## src/alc_lct_header_parser_assert.svh

```systemverilog
// ----------------------------------------------------------------------------
// ALC/LCT header parser assertion macros
// Concurrent check helpers; empty when SYNTH is defined.
// ----------------------------------------------------------------------------
`ifndef ALC_LCT_HEADER_PARSER_ASSERT_SVH
`define ALC_LCT_HEADER_PARSER_ASSERT_SVH

`ifndef SYNTH
// same-cycle implication
`define ALC_ASSERT_IMP(lbl, clk, rst, ante, cons, msg) \
   lbl: assert property (@(posedge clk) disable iff (rst) (ante) |-> (cons)) else $error(msg);
// next-cycle implication
`define ALC_ASSERT_NXT(lbl, clk, rst, ante, cons, msg) \
   lbl: assert property (@(posedge clk) disable iff (rst) (ante) |=> (cons)) else $error(msg);
`else
`define ALC_ASSERT_IMP(lbl, clk, rst, ante, cons, msg)
`define ALC_ASSERT_NXT(lbl, clk, rst, ante, cons, msg)
`endif

`endif

```

## src/alc_lct_pkg.sv

```systemverilog
// ----------------------------------------------------------------------------
// ALC/LCT header parser package
// Error codes, extension types and header helper functions.
// ----------------------------------------------------------------------------
package alc_lct_pkg;

   typedef enum logic [3:0] {
      ERR_OK        = 4'd0,
      ERR_SHORT     = 4'd1,
      ERR_VERSION   = 4'd2,
      ERR_LEN_FLAGS = 4'd3,
      ERR_LEN_PKT   = 4'd4,
      ERR_CCI       = 4'd5,
      ERR_NO_TSI    = 4'd6,
      ERR_NO_TOI    = 4'd7,
      ERR_TOI_WIDE  = 4'd8,
      ERR_CODEPOINT = 4'd9,
      ERR_EXT_ZERO  = 4'd10,
      ERR_EXT_OVER  = 4'd11,
      ERR_FTI_LEN   = 4'd12,
      ERR_FDT_VER   = 4'd13,
      ERR_ENCODING  = 4'd14
   } err_code_type;

   localparam logic [7:0]  EXT_FTI         = 8'd64;
   localparam logic [7:0]  EXT_FDT         = 8'd192;
   localparam logic [7:0]  EXT_CONTENT_ENC = 8'd193;
   localparam logic [7:0]  EXT_HEL_MAX     = 8'd127;
   localparam logic [10:0] COUNT_MAX       = 11'd2047;
   localparam logic [3:0]  CSR_VERSION     = 4'd0;

   // Header length in words implied by the flags of the base word
   function automatic logic [4:0] std_words(input logic [31:0] bw, input logic [3:0] ver);
      logic [4:0] w;
      w = 5'd2 + 5'(bw[27:26]) + 5'(bw[20]) + 5'(bw[23]) + 5'(bw[22:21]);
      if (ver == 4'd1) w = w + 5'(bw[19]) + 5'(bw[18]);
      return w;
   endfunction

endpackage

```

## src/alc_lct_req_if.sv

```systemverilog
// ----------------------------------------------------------------------------
// ALC/LCT request channel
// One packet byte per request with a last-byte mark.
// ----------------------------------------------------------------------------
interface alc_lct_req_if;
   logic       valid;
   logic       ready;
   logic [7:0] data_byte;
   logic       last_byte;

   modport source (output valid, data_byte, last_byte, input ready);
   modport sink   (input valid, data_byte, last_byte, output ready);
endinterface

```

## src/alc_lct_rsp_if.sv

```systemverilog
// ----------------------------------------------------------------------------
// ALC/LCT result channel
// Parsed header fields or an error code, one result per packet.
// ----------------------------------------------------------------------------
interface alc_lct_rsp_if;
   import alc_lct_pkg::*;
   logic         valid;
   logic         ready;
   err_code_type error_code;
   logic [47:0]  session_id;
   logic [63:0]  object_id;
   logic [7:0]   header_words;
   logic         close_session;
   logic         has_fti;
   logic [47:0]  transfer_len;
   logic [15:0]  symbol_length;
   logic [31:0]  max_block_length;
   logic         has_fdt;
   logic [19:0]  fdt_instance;
   logic [1:0]   content_coding;

   modport source (output valid, error_code, session_id, object_id, header_words,
                   close_session, has_fti, transfer_len, symbol_length,
                   max_block_length, has_fdt, fdt_instance, content_coding,
                   input ready);
   modport sink   (input valid, error_code, session_id, object_id, header_words,
                   close_session, has_fti, transfer_len, symbol_length,
                   max_block_length, has_fdt, fdt_instance, content_coding,
                   output ready);
endinterface

```

## src/alc_lct_header_parser.sv

```systemverilog
// ----------------------------------------------------------------------------
// ALC/LCT header parser
// Byte-wide parser for the LCT base header, TSI/TOI and header extensions.
// ----------------------------------------------------------------------------
//  channel | dir | handshake          | payload
//  req_ch  | in  | valid/ready        | data_byte, last_byte
//  rsp_ch  | out | valid/ready        | error_code .. content_coding
//  csr     | in  | psel/penable/pwrite| version register at address 0
//
// One byte per cycle while req_ch.ready is high; every byte updates the parser
// state in the cycle it is accepted. The request on the last byte loads the
// result register, so the result appears in the cycle after it. A new request
// is taken while a result waits unless that result is stalled by rsp_ch.ready.
// Synchronous reset clears all packet state and sets the version register to 1.
// ----------------------------------------------------------------------------
module alc_lct_header_parser (
   input  logic                clock,
   input  logic                reset,
   alc_lct_req_if.sink         req_ch,
   alc_lct_rsp_if.source       rsp_ch,
   input  logic                psel,
   input  logic                penable,
   input  logic                pwrite,
   input  logic [1:0]          paddr,
   input  logic [31:0]         pwdata,
   output logic [31:0]         prdata,
   output logic                pready
);
   import alc_lct_pkg::*;

`include "alc_lct_header_parser_assert.svh"

   // state
   logic [3:0]   exp_ver_ff, exp_ver_in;
   logic [3:0]   ver_lat_ff, ver_lat_in;
   logic [10:0]  count_ff, count_in;
   logic [31:0]  base_ff, base_in;
   logic [9:0]   left_ff, left_in;
   logic [9:0]   idx_ff, idx_in;
   logic [7:0]   kind_ff, kind_in;
   logic [9:0]   size_ff, size_in;
   logic [47:0]  tsi_ff, tsi_in;
   logic [63:0]  toi_ff, toi_in;
   logic         fti_v_ff, fti_v_in;
   logic [47:0]  xfer_ff, xfer_in;
   logic [15:0]  sym_ff, sym_in;
   logic [31:0]  mblk_ff, mblk_in;
   logic         fdt_v_ff, fdt_v_in;
   logic [19:0]  inst_ff, inst_in;
   logic [1:0]   coding_ff, coding_in;
   err_code_type ferr_ff, ferr_in;

   // result register
   logic         rsp_valid_ff, rsp_valid_in;
   err_code_type r_err_ff, r_err_in;
   logic [47:0]  r_tsi_ff, r_tsi_in;
   logic [63:0]  r_toi_ff, r_toi_in;
   logic [7:0]   r_hl_ff, r_hl_in;
   logic         r_a_ff, r_a_in;
   logic         r_fti_ff, r_fti_in;
   logic [47:0]  r_xfer_ff, r_xfer_in;
   logic [15:0]  r_sym_ff, r_sym_in;
   logic [31:0]  r_mblk_ff, r_mblk_in;
   logic         r_fdt_ff, r_fdt_in;
   logic [19:0]  r_inst_ff, r_inst_in;
   logic [1:0]   r_cod_ff, r_cod_in;

   // scratch
   logic         req_acc;
   logic [7:0]   b;
   logic [4:0]   stdw;
   logic [7:0]   hl;
   logic [7:0]   hl_diff;
   logic         fh, fs;
   logic [1:0]   fo;
   logic [10:0]  pos_tw, pos_th, pos_ow, k;
   logic [79:0]  tsi_x;
   logic [95:0]  toi_x;
   logic [6:0]   toff;
   logic [5:0]   soff;
   logic [31:0]  cur;
   err_code_type xerr, ferr_fin;
   logic [10:0]  jn;

   // check terms
   logic         last_acc;
   logic         err_out;
   logic         data_zero;
   logic         pkt_idle;

   assign req_acc      = req_ch.valid && req_ch.ready;
   assign req_ch.ready = !rsp_valid_ff || rsp_ch.ready;
   assign b            = req_ch.data_byte;

   // configuration port
   assign pready = 1'b1;
   assign prdata = {28'd0, exp_ver_ff};
   always_comb begin
      exp_ver_in = exp_ver_ff;
      if (psel && penable && pwrite && paddr == 2'(4 * CSR_VERSION)) exp_ver_in = pwdata[3:0];
   end

   // per-byte parsing
   always_comb begin
      ver_lat_in = ver_lat_ff; count_in = count_ff; base_in = base_ff;
      left_in = left_ff; idx_in = idx_ff; kind_in = kind_ff; size_in = size_ff;
      tsi_in = tsi_ff; toi_in = toi_ff; fti_v_in = fti_v_ff; xfer_in = xfer_ff;
      sym_in = sym_ff; mblk_in = mblk_ff; fdt_v_in = fdt_v_ff; inst_in = inst_ff;
      coding_in = coding_ff; ferr_in = ferr_ff;
      stdw = 5'd0; hl = 8'd0; hl_diff = 8'd0;
      fh = base_ff[20]; fs = base_ff[23]; fo = base_ff[22:21];
      pos_tw = 11'd0; pos_th = 11'd0; pos_ow = 11'd0; k = 11'd0;
      tsi_x = 80'd0; toi_x = 96'd0; toff = 7'd0; soff = 6'd0; cur = 32'd0;
      xerr = ERR_OK; ferr_fin = ERR_OK; jn = 11'd0;
      rsp_valid_in = rsp_valid_ff && !rsp_ch.ready;
      r_err_in = r_err_ff; r_tsi_in = r_tsi_ff; r_toi_in = r_toi_ff; r_hl_in = r_hl_ff;
      r_a_in = r_a_ff; r_fti_in = r_fti_ff; r_xfer_in = r_xfer_ff; r_sym_in = r_sym_ff;
      r_mblk_in = r_mblk_ff; r_fdt_in = r_fdt_ff; r_inst_in = r_inst_ff;
      r_cod_in = r_cod_ff;

      if (req_acc) begin
         if (count_ff < 11'd4) begin
            // base word
            base_in = {base_ff[23:0], b};
            if (count_ff == 11'd3) begin
               ver_lat_in = exp_ver_ff;
               stdw       = std_words(base_in, exp_ver_ff);
               hl         = base_in[15:8];
               hl_diff    = hl - 8'(stdw);
               left_in    = (hl >= 8'(stdw)) ? {hl_diff, 2'b00} : 10'd0;
               idx_in     = 10'd0;
            end
         end else begin
            // TSI / TOI
            pos_tw = 11'd8 + (fh ? 11'd2 : 11'd0);
            pos_th = pos_tw + (fs ? 11'd4 : 11'd0);
            pos_ow = pos_th + (fh ? 11'd2 : 11'd0);
            if (fh && count_ff >= 11'd8 && count_ff < 11'd10)
               tsi_in[15:0] = {tsi_ff[7:0], b};
            if (fs && count_ff >= pos_tw && count_ff < pos_tw + 11'd4) begin
               soff  = fh ? 6'd16 : 6'd0;
               tsi_x = {32'd0, tsi_ff};
               cur   = tsi_x[soff +: 32];
               tsi_x[soff +: 32] = {cur[23:0], b};
               tsi_in = tsi_x[47:0];
            end
            if (fh && count_ff >= pos_th && count_ff < pos_th + 11'd2)
               toi_in[15:0] = {toi_ff[7:0], b};
            if ((fo == 2'd1 && count_ff >= pos_ow && count_ff < pos_ow + 11'd4) ||
                (fo == 2'd2 && count_ff >= pos_ow && count_ff < pos_ow + 11'd8)) begin
               k     = count_ff - pos_ow;
               toff  = (fh ? 7'd16 : 7'd0) + (k[2] ? 7'd32 : 7'd0);
               toi_x = {32'd0, toi_ff};
               cur   = toi_x[toff +: 32];
               toi_x[toff +: 32] = {cur[23:0], b};
               toi_in = toi_x[63:0];
            end

            // header extensions
            stdw = std_words(base_ff, ver_lat_ff);
            if (count_ff >= {4'd0, stdw, 2'b00} && left_ff != 10'd0 && ferr_ff == ERR_OK) begin
               if (idx_ff == 10'd0) begin
                  kind_in = b;
                  if (b > EXT_HEL_MAX) begin
                     size_in = 10'd4;
                     if (left_ff < 10'd4) xerr = ERR_EXT_OVER;
                  end else begin
                     size_in = 10'd0;
                  end
               end else if (idx_ff == 10'd1 && kind_ff <= EXT_HEL_MAX) begin
                  size_in = {b, 2'b00};
                  if (b == 8'd0) xerr = ERR_EXT_ZERO;
                  else if ({b, 2'b00} > left_ff) xerr = ERR_EXT_OVER;
                  else if (kind_ff == EXT_FTI) begin
                     if (b != 8'd4) xerr = ERR_FTI_LEN;
                     else fti_v_in = 1'b1;
                  end
               end else if (kind_ff == EXT_FTI) begin
                  if (idx_ff == 10'd2 || idx_ff == 10'd3)
                     xfer_in[47:32] = {xfer_ff[39:32], b};
                  else if (idx_ff >= 10'd4 && idx_ff < 10'd8)
                     xfer_in[31:0] = {xfer_ff[23:0], b};
                  else if (idx_ff == 10'd10 || idx_ff == 10'd11)
                     sym_in = {sym_ff[7:0], b};
                  else if (idx_ff >= 10'd12 && idx_ff < 10'd16)
                     mblk_in = {mblk_ff[23:0], b};
               end else if (kind_ff == EXT_FDT) begin
                  if (idx_ff == 10'd1) begin
                     if (b[7:4] != ver_lat_ff) xerr = ERR_FDT_VER;
                     else begin
                        fdt_v_in = 1'b1;
                        inst_in  = {b[3:0], 16'd0};
                     end
                  end else if (idx_ff == 10'd2) inst_in = {inst_ff[19:16], b, 8'd0};
                  else if (idx_ff == 10'd3) inst_in = {inst_ff[19:8], b};
               end else if (kind_ff == EXT_CONTENT_ENC) begin
                  if (idx_ff == 10'd1) begin
                     if (b > 8'd3) xerr = ERR_ENCODING;
                     else coding_in = b[1:0];
                  end
               end

               // advance through the extension
               if (xerr != ERR_OK) begin
                  ferr_in = xerr;
               end else begin
                  jn      = {1'b0, idx_ff} + 11'd1;
                  left_in = left_ff - 10'd1;
                  if ((kind_in > EXT_HEL_MAX || jn >= 11'd2) && jn >= {1'b0, size_in})
                     jn = 11'd0;
                  idx_in = jn[9:0];
               end
            end
         end
         count_in = (count_ff < COUNT_MAX) ? count_ff + 11'd1 : COUNT_MAX;

         // last byte: checks in order, load result, clear packet state
         if (req_ch.last_byte) begin
            stdw = std_words(base_in, ver_lat_in);
            hl   = base_in[15:8];
            if (count_in < 11'd4) ferr_fin = ERR_SHORT;
            else if (base_in[31:28] != 4'd1) ferr_fin = ERR_VERSION;
            else if (hl < 8'(stdw)) ferr_fin = ERR_LEN_FLAGS;
            else if ({1'b0, hl, 2'b00} > count_in) ferr_fin = ERR_LEN_PKT;
            else if (base_in[27:26] != 2'd0) ferr_fin = ERR_CCI;
            else if (!base_in[20] && !base_in[23]) ferr_fin = ERR_NO_TSI;
            else if (!base_in[17] && !base_in[20] && base_in[22:21] == 2'd0)
               ferr_fin = ERR_NO_TOI;
            else if ((base_in[22:21] == 2'd2 && base_in[20]) || base_in[22:21] == 2'd3)
               ferr_fin = ERR_TOI_WIDE;
            else if (base_in[7:0] != 8'd0) ferr_fin = ERR_CODEPOINT;
            else ferr_fin = ferr_in;

            rsp_valid_in = 1'b1;
            r_err_in  = ferr_fin;
            if (ferr_fin == ERR_OK) begin
               r_tsi_in = tsi_in; r_toi_in = toi_in; r_hl_in = hl; r_a_in = base_in[17];
               r_fti_in = fti_v_in; r_xfer_in = xfer_in; r_sym_in = sym_in;
               r_mblk_in = mblk_in; r_fdt_in = fdt_v_in; r_inst_in = inst_in;
               r_cod_in = coding_in;
            end else begin
               r_tsi_in = '0; r_toi_in = '0; r_hl_in = '0; r_a_in = 1'b0;
               r_fti_in = 1'b0; r_xfer_in = '0; r_sym_in = '0; r_mblk_in = '0;
               r_fdt_in = 1'b0; r_inst_in = '0; r_cod_in = '0;
            end

            ver_lat_in = '0; count_in = '0; base_in = '0; left_in = '0; idx_in = '0;
            kind_in = '0; size_in = '0; tsi_in = '0; toi_in = '0; fti_v_in = 1'b0;
            xfer_in = '0; sym_in = '0; mblk_in = '0; fdt_v_in = 1'b0; inst_in = '0;
            coding_in = '0; ferr_in = ERR_OK;
         end
      end
   end

   // registers
   always_ff @(posedge clock) begin
      if (reset) begin
         exp_ver_ff <= 4'd1; ver_lat_ff <= '0; count_ff <= '0; base_ff <= '0;
         left_ff <= '0; idx_ff <= '0; kind_ff <= '0; size_ff <= '0;
         tsi_ff <= '0; toi_ff <= '0; fti_v_ff <= 1'b0; xfer_ff <= '0; sym_ff <= '0;
         mblk_ff <= '0; fdt_v_ff <= 1'b0; inst_ff <= '0; coding_ff <= '0;
         ferr_ff <= ERR_OK; rsp_valid_ff <= 1'b0;
      end else begin
         exp_ver_ff <= exp_ver_in; ver_lat_ff <= ver_lat_in; count_ff <= count_in;
         base_ff <= base_in; left_ff <= left_in; idx_ff <= idx_in; kind_ff <= kind_in;
         size_ff <= size_in; tsi_ff <= tsi_in; toi_ff <= toi_in; fti_v_ff <= fti_v_in;
         xfer_ff <= xfer_in; sym_ff <= sym_in; mblk_ff <= mblk_in; fdt_v_ff <= fdt_v_in;
         inst_ff <= inst_in; coding_ff <= coding_in; ferr_ff <= ferr_in;
         rsp_valid_ff <= rsp_valid_in;
      end
      r_err_ff <= r_err_in; r_tsi_ff <= r_tsi_in; r_toi_ff <= r_toi_in;
      r_hl_ff <= r_hl_in; r_a_ff <= r_a_in; r_fti_ff <= r_fti_in;
      r_xfer_ff <= r_xfer_in; r_sym_ff <= r_sym_in; r_mblk_ff <= r_mblk_in;
      r_fdt_ff <= r_fdt_in; r_inst_ff <= r_inst_in; r_cod_ff <= r_cod_in;
   end

   // result outputs
   assign rsp_ch.valid            = rsp_valid_ff;
   assign rsp_ch.error_code       = r_err_ff;
   assign rsp_ch.session_id       = r_tsi_ff;
   assign rsp_ch.object_id        = r_toi_ff;
   assign rsp_ch.header_words     = r_hl_ff;
   assign rsp_ch.close_session    = r_a_ff;
   assign rsp_ch.has_fti          = r_fti_ff;
   assign rsp_ch.transfer_len     = r_xfer_ff;
   assign rsp_ch.symbol_length    = r_sym_ff;
   assign rsp_ch.max_block_length = r_mblk_ff;
   assign rsp_ch.has_fdt          = r_fdt_ff;
   assign rsp_ch.fdt_instance     = r_inst_ff;
   assign rsp_ch.content_coding   = r_cod_ff;

   // check terms
   assign last_acc  = req_acc && req_ch.last_byte;
   assign err_out   = rsp_valid_ff && r_err_ff != ERR_OK;
   assign data_zero = r_tsi_ff == '0 && r_toi_ff == '0 && !r_fti_ff && !r_fdt_ff &&
                      r_cod_ff == '0;
   assign pkt_idle  = count_ff == '0 && ferr_ff == ERR_OK && left_ff == '0;

   // checks
   `ALC_ASSERT_IMP(a_err_clean, clock, reset, err_out, data_zero, "error result carries data")
   `ALC_ASSERT_NXT(a_last_clears, clock, reset, last_acc, pkt_idle, "packet state not cleared")
   `ALC_ASSERT_IMP(a_rsp_cause, clock, reset, $rose(rsp_valid_ff), $past(last_acc), "stray result")

endmodule

```

## src/flat_wrapper.sv

```systemverilog
// flat-port wrapper written by rule: the top's interface ports become plain ports
module alc_lct_header_parser_flat import alc_lct_pkg::*;
  (clock, reset, psel, penable, pwrite, paddr, pwdata, prdata, pready, req_ch_valid, req_ch_data_byte, req_ch_last_byte, req_ch_ready, rsp_ch_valid, rsp_ch_error_code, rsp_ch_session_id, rsp_ch_object_id, rsp_ch_header_words, rsp_ch_close_session, rsp_ch_has_fti, rsp_ch_transfer_len, rsp_ch_symbol_length, rsp_ch_max_block_length, rsp_ch_has_fdt, rsp_ch_fdt_instance, rsp_ch_content_coding, rsp_ch_ready);
  alc_lct_req_if req_ch_i ();
  alc_lct_rsp_if rsp_ch_i ();
  input  logic clock;
  input  logic reset;
  input  logic psel;
  input  logic penable;
  input  logic pwrite;
  input  logic [1:0] paddr;
  input  logic [31:0] pwdata;
  output logic [31:0] prdata;
  output logic pready;
  input wire logic [$bits(req_ch_i.valid)-1:0] req_ch_valid;
  input wire logic [$bits(req_ch_i.data_byte)-1:0] req_ch_data_byte;
  input wire logic [$bits(req_ch_i.last_byte)-1:0] req_ch_last_byte;
  output wire logic [$bits(req_ch_i.ready)-1:0] req_ch_ready;
  output wire logic [$bits(rsp_ch_i.valid)-1:0] rsp_ch_valid;
  output wire logic [$bits(rsp_ch_i.error_code)-1:0] rsp_ch_error_code;
  output wire logic [$bits(rsp_ch_i.session_id)-1:0] rsp_ch_session_id;
  output wire logic [$bits(rsp_ch_i.object_id)-1:0] rsp_ch_object_id;
  output wire logic [$bits(rsp_ch_i.header_words)-1:0] rsp_ch_header_words;
  output wire logic [$bits(rsp_ch_i.close_session)-1:0] rsp_ch_close_session;
  output wire logic [$bits(rsp_ch_i.has_fti)-1:0] rsp_ch_has_fti;
  output wire logic [$bits(rsp_ch_i.transfer_len)-1:0] rsp_ch_transfer_len;
  output wire logic [$bits(rsp_ch_i.symbol_length)-1:0] rsp_ch_symbol_length;
  output wire logic [$bits(rsp_ch_i.max_block_length)-1:0] rsp_ch_max_block_length;
  output wire logic [$bits(rsp_ch_i.has_fdt)-1:0] rsp_ch_has_fdt;
  output wire logic [$bits(rsp_ch_i.fdt_instance)-1:0] rsp_ch_fdt_instance;
  output wire logic [$bits(rsp_ch_i.content_coding)-1:0] rsp_ch_content_coding;
  input wire logic [$bits(rsp_ch_i.ready)-1:0] rsp_ch_ready;
  assign req_ch_i.valid = req_ch_valid;
  assign req_ch_i.data_byte = req_ch_data_byte;
  assign req_ch_i.last_byte = req_ch_last_byte;
  assign req_ch_ready = req_ch_i.ready;
  assign rsp_ch_valid = rsp_ch_i.valid;
  assign rsp_ch_error_code = rsp_ch_i.error_code;
  assign rsp_ch_session_id = rsp_ch_i.session_id;
  assign rsp_ch_object_id = rsp_ch_i.object_id;
  assign rsp_ch_header_words = rsp_ch_i.header_words;
  assign rsp_ch_close_session = rsp_ch_i.close_session;
  assign rsp_ch_has_fti = rsp_ch_i.has_fti;
  assign rsp_ch_transfer_len = rsp_ch_i.transfer_len;
  assign rsp_ch_symbol_length = rsp_ch_i.symbol_length;
  assign rsp_ch_max_block_length = rsp_ch_i.max_block_length;
  assign rsp_ch_has_fdt = rsp_ch_i.has_fdt;
  assign rsp_ch_fdt_instance = rsp_ch_i.fdt_instance;
  assign rsp_ch_content_coding = rsp_ch_i.content_coding;
  assign rsp_ch_i.ready = rsp_ch_ready;
  alc_lct_header_parser u_core (.clock(clock), .reset(reset), .req_ch(req_ch_i), .rsp_ch(rsp_ch_i), .psel(psel), .penable(penable), .pwrite(pwrite), .paddr(paddr), .pwdata(pwdata), .prdata(prdata), .pready(pready));
endmodule
```

## config.mk

```make
export PLATFORM = sky130hd
export DESIGN_NAME = alc_lct_header_parser_flat
export DESIGN_NICKNAME = d
export VERILOG_FILES = /design/src/alc_lct_pkg.sv /design/src/alc_lct_req_if.sv /design/src/alc_lct_rsp_if.sv /design/src/alc_lct_header_parser.sv /design/src/flat_wrapper.sv
export VERILOG_INCLUDE_DIRS = /design/src /design/src/src
export SDC_FILE = /design/constraint.sdc
export NUM_CORES = 1
export LEC_CHECK = 0
export BUFFER_PORTS_ARGS = -buffer_cell sky130_fd_sc_hd__clkbuf_2
export CELL_PAD_IN_SITES_DETAIL_PLACEMENT = 1
export CELL_PAD_IN_SITES_GLOBAL_PLACEMENT = 1
export CORE_MARGIN = 4
export CORE_UTILIZATION = 40
export DETAILED_ROUTE_END_ITERATION = 12
export PLACE_DENSITY_LB_ADDON = 0.12
export SYNTH_ARGS = -nofsm -noshare
export SYNTH_HDL_FRONTEND = slang
export SYNTH_SLANG_ARGS = --single-unit
```

## constraint.sdc

```tcl
create_clock -name clock -period 8.3 [get_ports clock]
set_clock_uncertainty 0.2 [all_clocks]
set_input_delay 1.66 -clock clock [delete_from_list [all_inputs] [get_ports clock]]
set_output_delay 1.66 -clock clock [all_outputs]
set_load 0.01 [all_outputs]
```

==> results.json <==
{
  "synthCells": 2898,
  "synthesis.area_um2": 28100,
  "routedWlPerCell_um": 23.1,
  "ant_nets": 0,
  "leakage_nw": 11.7,
  "diodes": 0,
  "reg2reg_depth": 23,
  "min_path_type": "reg -> reg",
  "hold_depth": 2,
  "drc": 0,
  "insertion_delay_ns": 0.59,
  "fmax_mhz": 142,
  "drt_iter0_markers": 1653,
  "critPathCaptureType": "register",
  "instances_no_fill": 4047,
  "ys_types": 90,
  "pin_count": 330,
  "hold_violations": 0,
  "fin_area_um2": 32100,
  "worstMarginPinSlew_ns": 1.33,
  "setup_viol": 0,
  "core_area_um2": 69200,
  "drt-pass1-iter-count": 7,
  "synth_warnings": 0,
  "synth_top_flop_cell": "dfxtp_1",
  "die_x_um": 273,
  "clkSinkCount": 568,
  "ir_drop_v": 0.000150,
  "cts_resized": 0,
  "holdPathEnd": "u_core.size_ff[1]",
  "clk_pin_slew_ns": 0.06,
  "cts_max_level": 3,
  "place.gp.congestion": 0.850,
  "place_area_um2": 30000,
  "cp_data_arrival_time_ns": 7.23,
  "max_cap_violations": 0,
  "ys_ff_latch": 568,
  "power_density_nw_per_um2": 193,
  "r2r-start": "u_core.count_ff[4]",
  "ff_latch_area_um2": 13800,
  "grt_max_degree": 173,
  "status": "finished, final reports clean",
  "hp-start": "u_core.size_ff[1]",
  "nets": 3207,
  "wirelength_mm": 93.6,
  "hpwl_mm": 63.3,
  "crit_fanout": 43,
  "die_h_um": 273,
  "routed_via_density": 5.75,
  "post_synth.cell_area_avg_um2": 9.70,
  "relSlewSlack_pct": 10.6,
  "rrSetupSlack_ns": 1.27,
  "async_flop_share_pct": 0,
  "antenna_found_initial": 0,
  "synth_seq_area_share_pct": 49.2,
  "grt_first_pass_wirelength_mm": 143,
  "dp.cells": 3926,
  "overflow": 0,
  "grt_setup_unrepaired": "no",
  "clk_path_buf_depth": 3,
  "grt_pass1_vias": 23600,
  "track_usage_pct": 24.3,
  "post_cts_buffers": 0,
  "multi_input_area_um2": 13000,
  "worstSetupStartpointType": "register",
  "cts_tree": "built",
  "tns_ns": 0,
  "ctsHoldBuffers": 0,
  "initial_core_util_pct": 40.6,
  "synthToLayoutAreaGrowth_pct": 14.3,
  "finalCritPeriodShare_pct": 84.7,
  "fp.dieArea_um2": 74600,
  "rows": 96,
  "final_common_cell": "nor2_1",
  "path_class": "reg -> reg",
  "rr_endpoint": "u_core.rsp_ch.object_id[15]",
  "portBuffers": 272,
  "cts_root_buffer": "clkbuf_16",
  "drive_above_1_share_pct": 18.5,
  "synth_edf_count": 245,
  "vias": 23300,
  "fin_crit_ns": 7.03,
  "critPathRequiredTime_ns": 8.50,
  "cts_made_buffers": 67,
  "maxSlewViolCount": 0,
  "nFillCells": 7887,
  "final_cell_mix": "nor2_1, dfxtp_1, nand2_1, clkbuf_2, edfxtp_1"
}
## where the power goes
group	switching, W	internal [W]
combinational	0.000261	0.0000866
clock	0.00119	0.00166
sequential	0.0000280	0.00296
total	0.00148	0.00471
## metrics by stage
stage / power, W / setup WS (ns) / util, % / hold slack (ns)
floorplan: 0.00325 / 1.31 / - / 0.209
global placement: 0.00339 / 1.48 / 43.4 / 0.222
detailed placement: 0.00340 / 1.35 / 43.4 / 0.246
CTS: 0.00625 / 1.28 / 46.5 / 0.255
global route: 0.00641 / 0.752 / 46.5 / 0.268
finish: 0.00619 / 1.27 / 46.5 / 0.252
## flip-flops by register name, indices dropped and copies added (netlist names), 8 cells and up
| signal | flops |
|---|---|
| u_core.tsi_ff | 48 |
| u_core.count_ff | 11 |
| u_core.toi_ff | 64 |
| u_core.xfer_ff | 48 |
| u_core.size_ff | 10 |
| u_core.base_ff | 29 |
| u_core.rsp_ch.header_words | 8 |
| u_core.idx_ff | 10 |
| u_core.sym_ff | 16 |
| u_core.inst_ff | 20 |
| u_core.rsp_ch.session_id | 48 |
| u_core.rsp_ch.object_id | 64 |
| u_core.kind_ff | 8 |
| u_core.rsp_ch.transfer_len | 48 |
| u_core.rsp_ch.max_block_length | 32 |
| u_core.mblk_ff | 32 |
| u_core.rsp_ch.symbol_length | 16 |
| u_core.left_ff | 10 |
| u_core.rsp_ch.fdt_instance | 20 |
## cell families (layout without fill, tap and decap cells)
group           after synthesis  count (layout)  synth area share [%]
buf+inv                     318             509                  5.15
fa+ha+maj                    93              93                  4.40
flops                       568             568                  49.2
xor+xnor                     31              31                 0.966
simple gates               1035            1035                  16.5
compound gates              700             700                  18.3
mux                         151             151                  5.54
other cells                   2              29                0.0267
## routing by layer
layer / wire length (um) / up-vias / share of wire [%] / global-route usage, %
li1: - / 10700 / - / -
met1: 42100 / 11800 / 45 / 33.3
met2: 44300 / 626 / 47 / 40.6
met3: 4760 / 137 / 5.1 / 3.10
met4: 2410 / 0 / 2.6 / 6.83
met5: 0 / - / 0 / 0
## synthesized netlist by cell type (6+ instances only)
library cell / number / area [um2]
mux2_2: 35 / 394
o221a_2: 6 / 67.6
a221o_1: 6 / 60.1
and3_1: 13 / 81.3
o21ai_0: 72 / 360
nand2b_1: 8 / 50.1
a21oi_1: 101 / 505
nand3_1: 42 / 210
or2_2: 6 / 37.5
o21ai_1: 8 / 40.0
edfxtp_1: 245 / 7360
buf_2: 38 / 190
a22oi_1: 204 / 1530
ha_1: 83 / 1040
nor3_1: 54 / 270
nand2_1: 298 / 1120
mux2i_1: 115 / 1150
buf_4: 35 / 263
inv_1: 71 / 267
a22o_1: 59 / 517
o211ai_1: 8 / 60.1
o31ai_1: 9 / 67.6
fa_1: 10 / 200
a31oi_1: 18 / 113
a2bb2oi_1: 12 / 105
clkbuf_1: 145 / 544
or3_1: 17 / 106
or4_1: 6 / 45.0
nor2b_1: 51 / 319
nor4_1: 14 / 87.6
nand4_1: 14 / 87.6
a32oi_1: 21 / 184
nor2_1: 455 / 1710
buf_6: 10 / 113
dfxtp_1: 323 / 6470
buf_1: 19 / 71.3
a21oi_2: 81 / 709
xor2_1: 16 / 140
xnor2_1: 15 / 131
a221oi_1: 12 / 105
and2_1: 14 / 87.6
a21o_1: 13 / 97.6
a211oi_1: 15 / 113
## worst max-delay path, cell delays in order, from the launching register on
cell and delay, ns:
dfxtp_1 0.51, nor3_1 0.63, nand3_2 0.18, buf_4 0.28, mux2i_1 0.20, fa_1 0.52
inv_1 0.04, ha_1 0.26, inv_1 0.06, fa_1 0.39, inv_1 0.09, ha_1 0.17
nand2b_1 0.07, xnor2_1 0.14, ha_1 0.31, a21o_1 0.12, a21oi_1 0.06, o211ai_1 0.26
nor2_1 0.11, a211oi_2 0.38, nand4_1 0.19, nand4b_4 0.78, buf_4 0.57, a211oi_1 0.27
## worst max-delay path by stage
stage                     slack [ns]               start  depth (start not counted)                          end
after detailed placement        1.35  u_core.count_ff[4]                         23  u_core.rsp_ch.object_id[15]
after global placement          1.48  u_core.count_ff[4]                         23  u_core.rsp_ch.object_id[14]
final                           1.27  u_core.count_ff[4]                         23  u_core.rsp_ch.object_id[15]
after floorplan                 1.31        rsp_ch_ready                          7  u_core.rsp_ch.close_session
after CTS                       1.28  u_core.count_ff[4]                         23  u_core.rsp_ch.object_id[15]
after global routing            0.75  u_core.count_ff[4]                         23  u_core.rsp_ch.object_id[15]
## cell type report
class	instances	share of cell area (%)
clock buffer	91	5.63
clock inverter	30	0.892
inverter	71	0.841
multi-input combinational	2039	40.5
sequential	568	43.0
tap	931	3.62
timing repair buffer	317	5.55
Note: power is estimated with default switching activity, not from simulation.
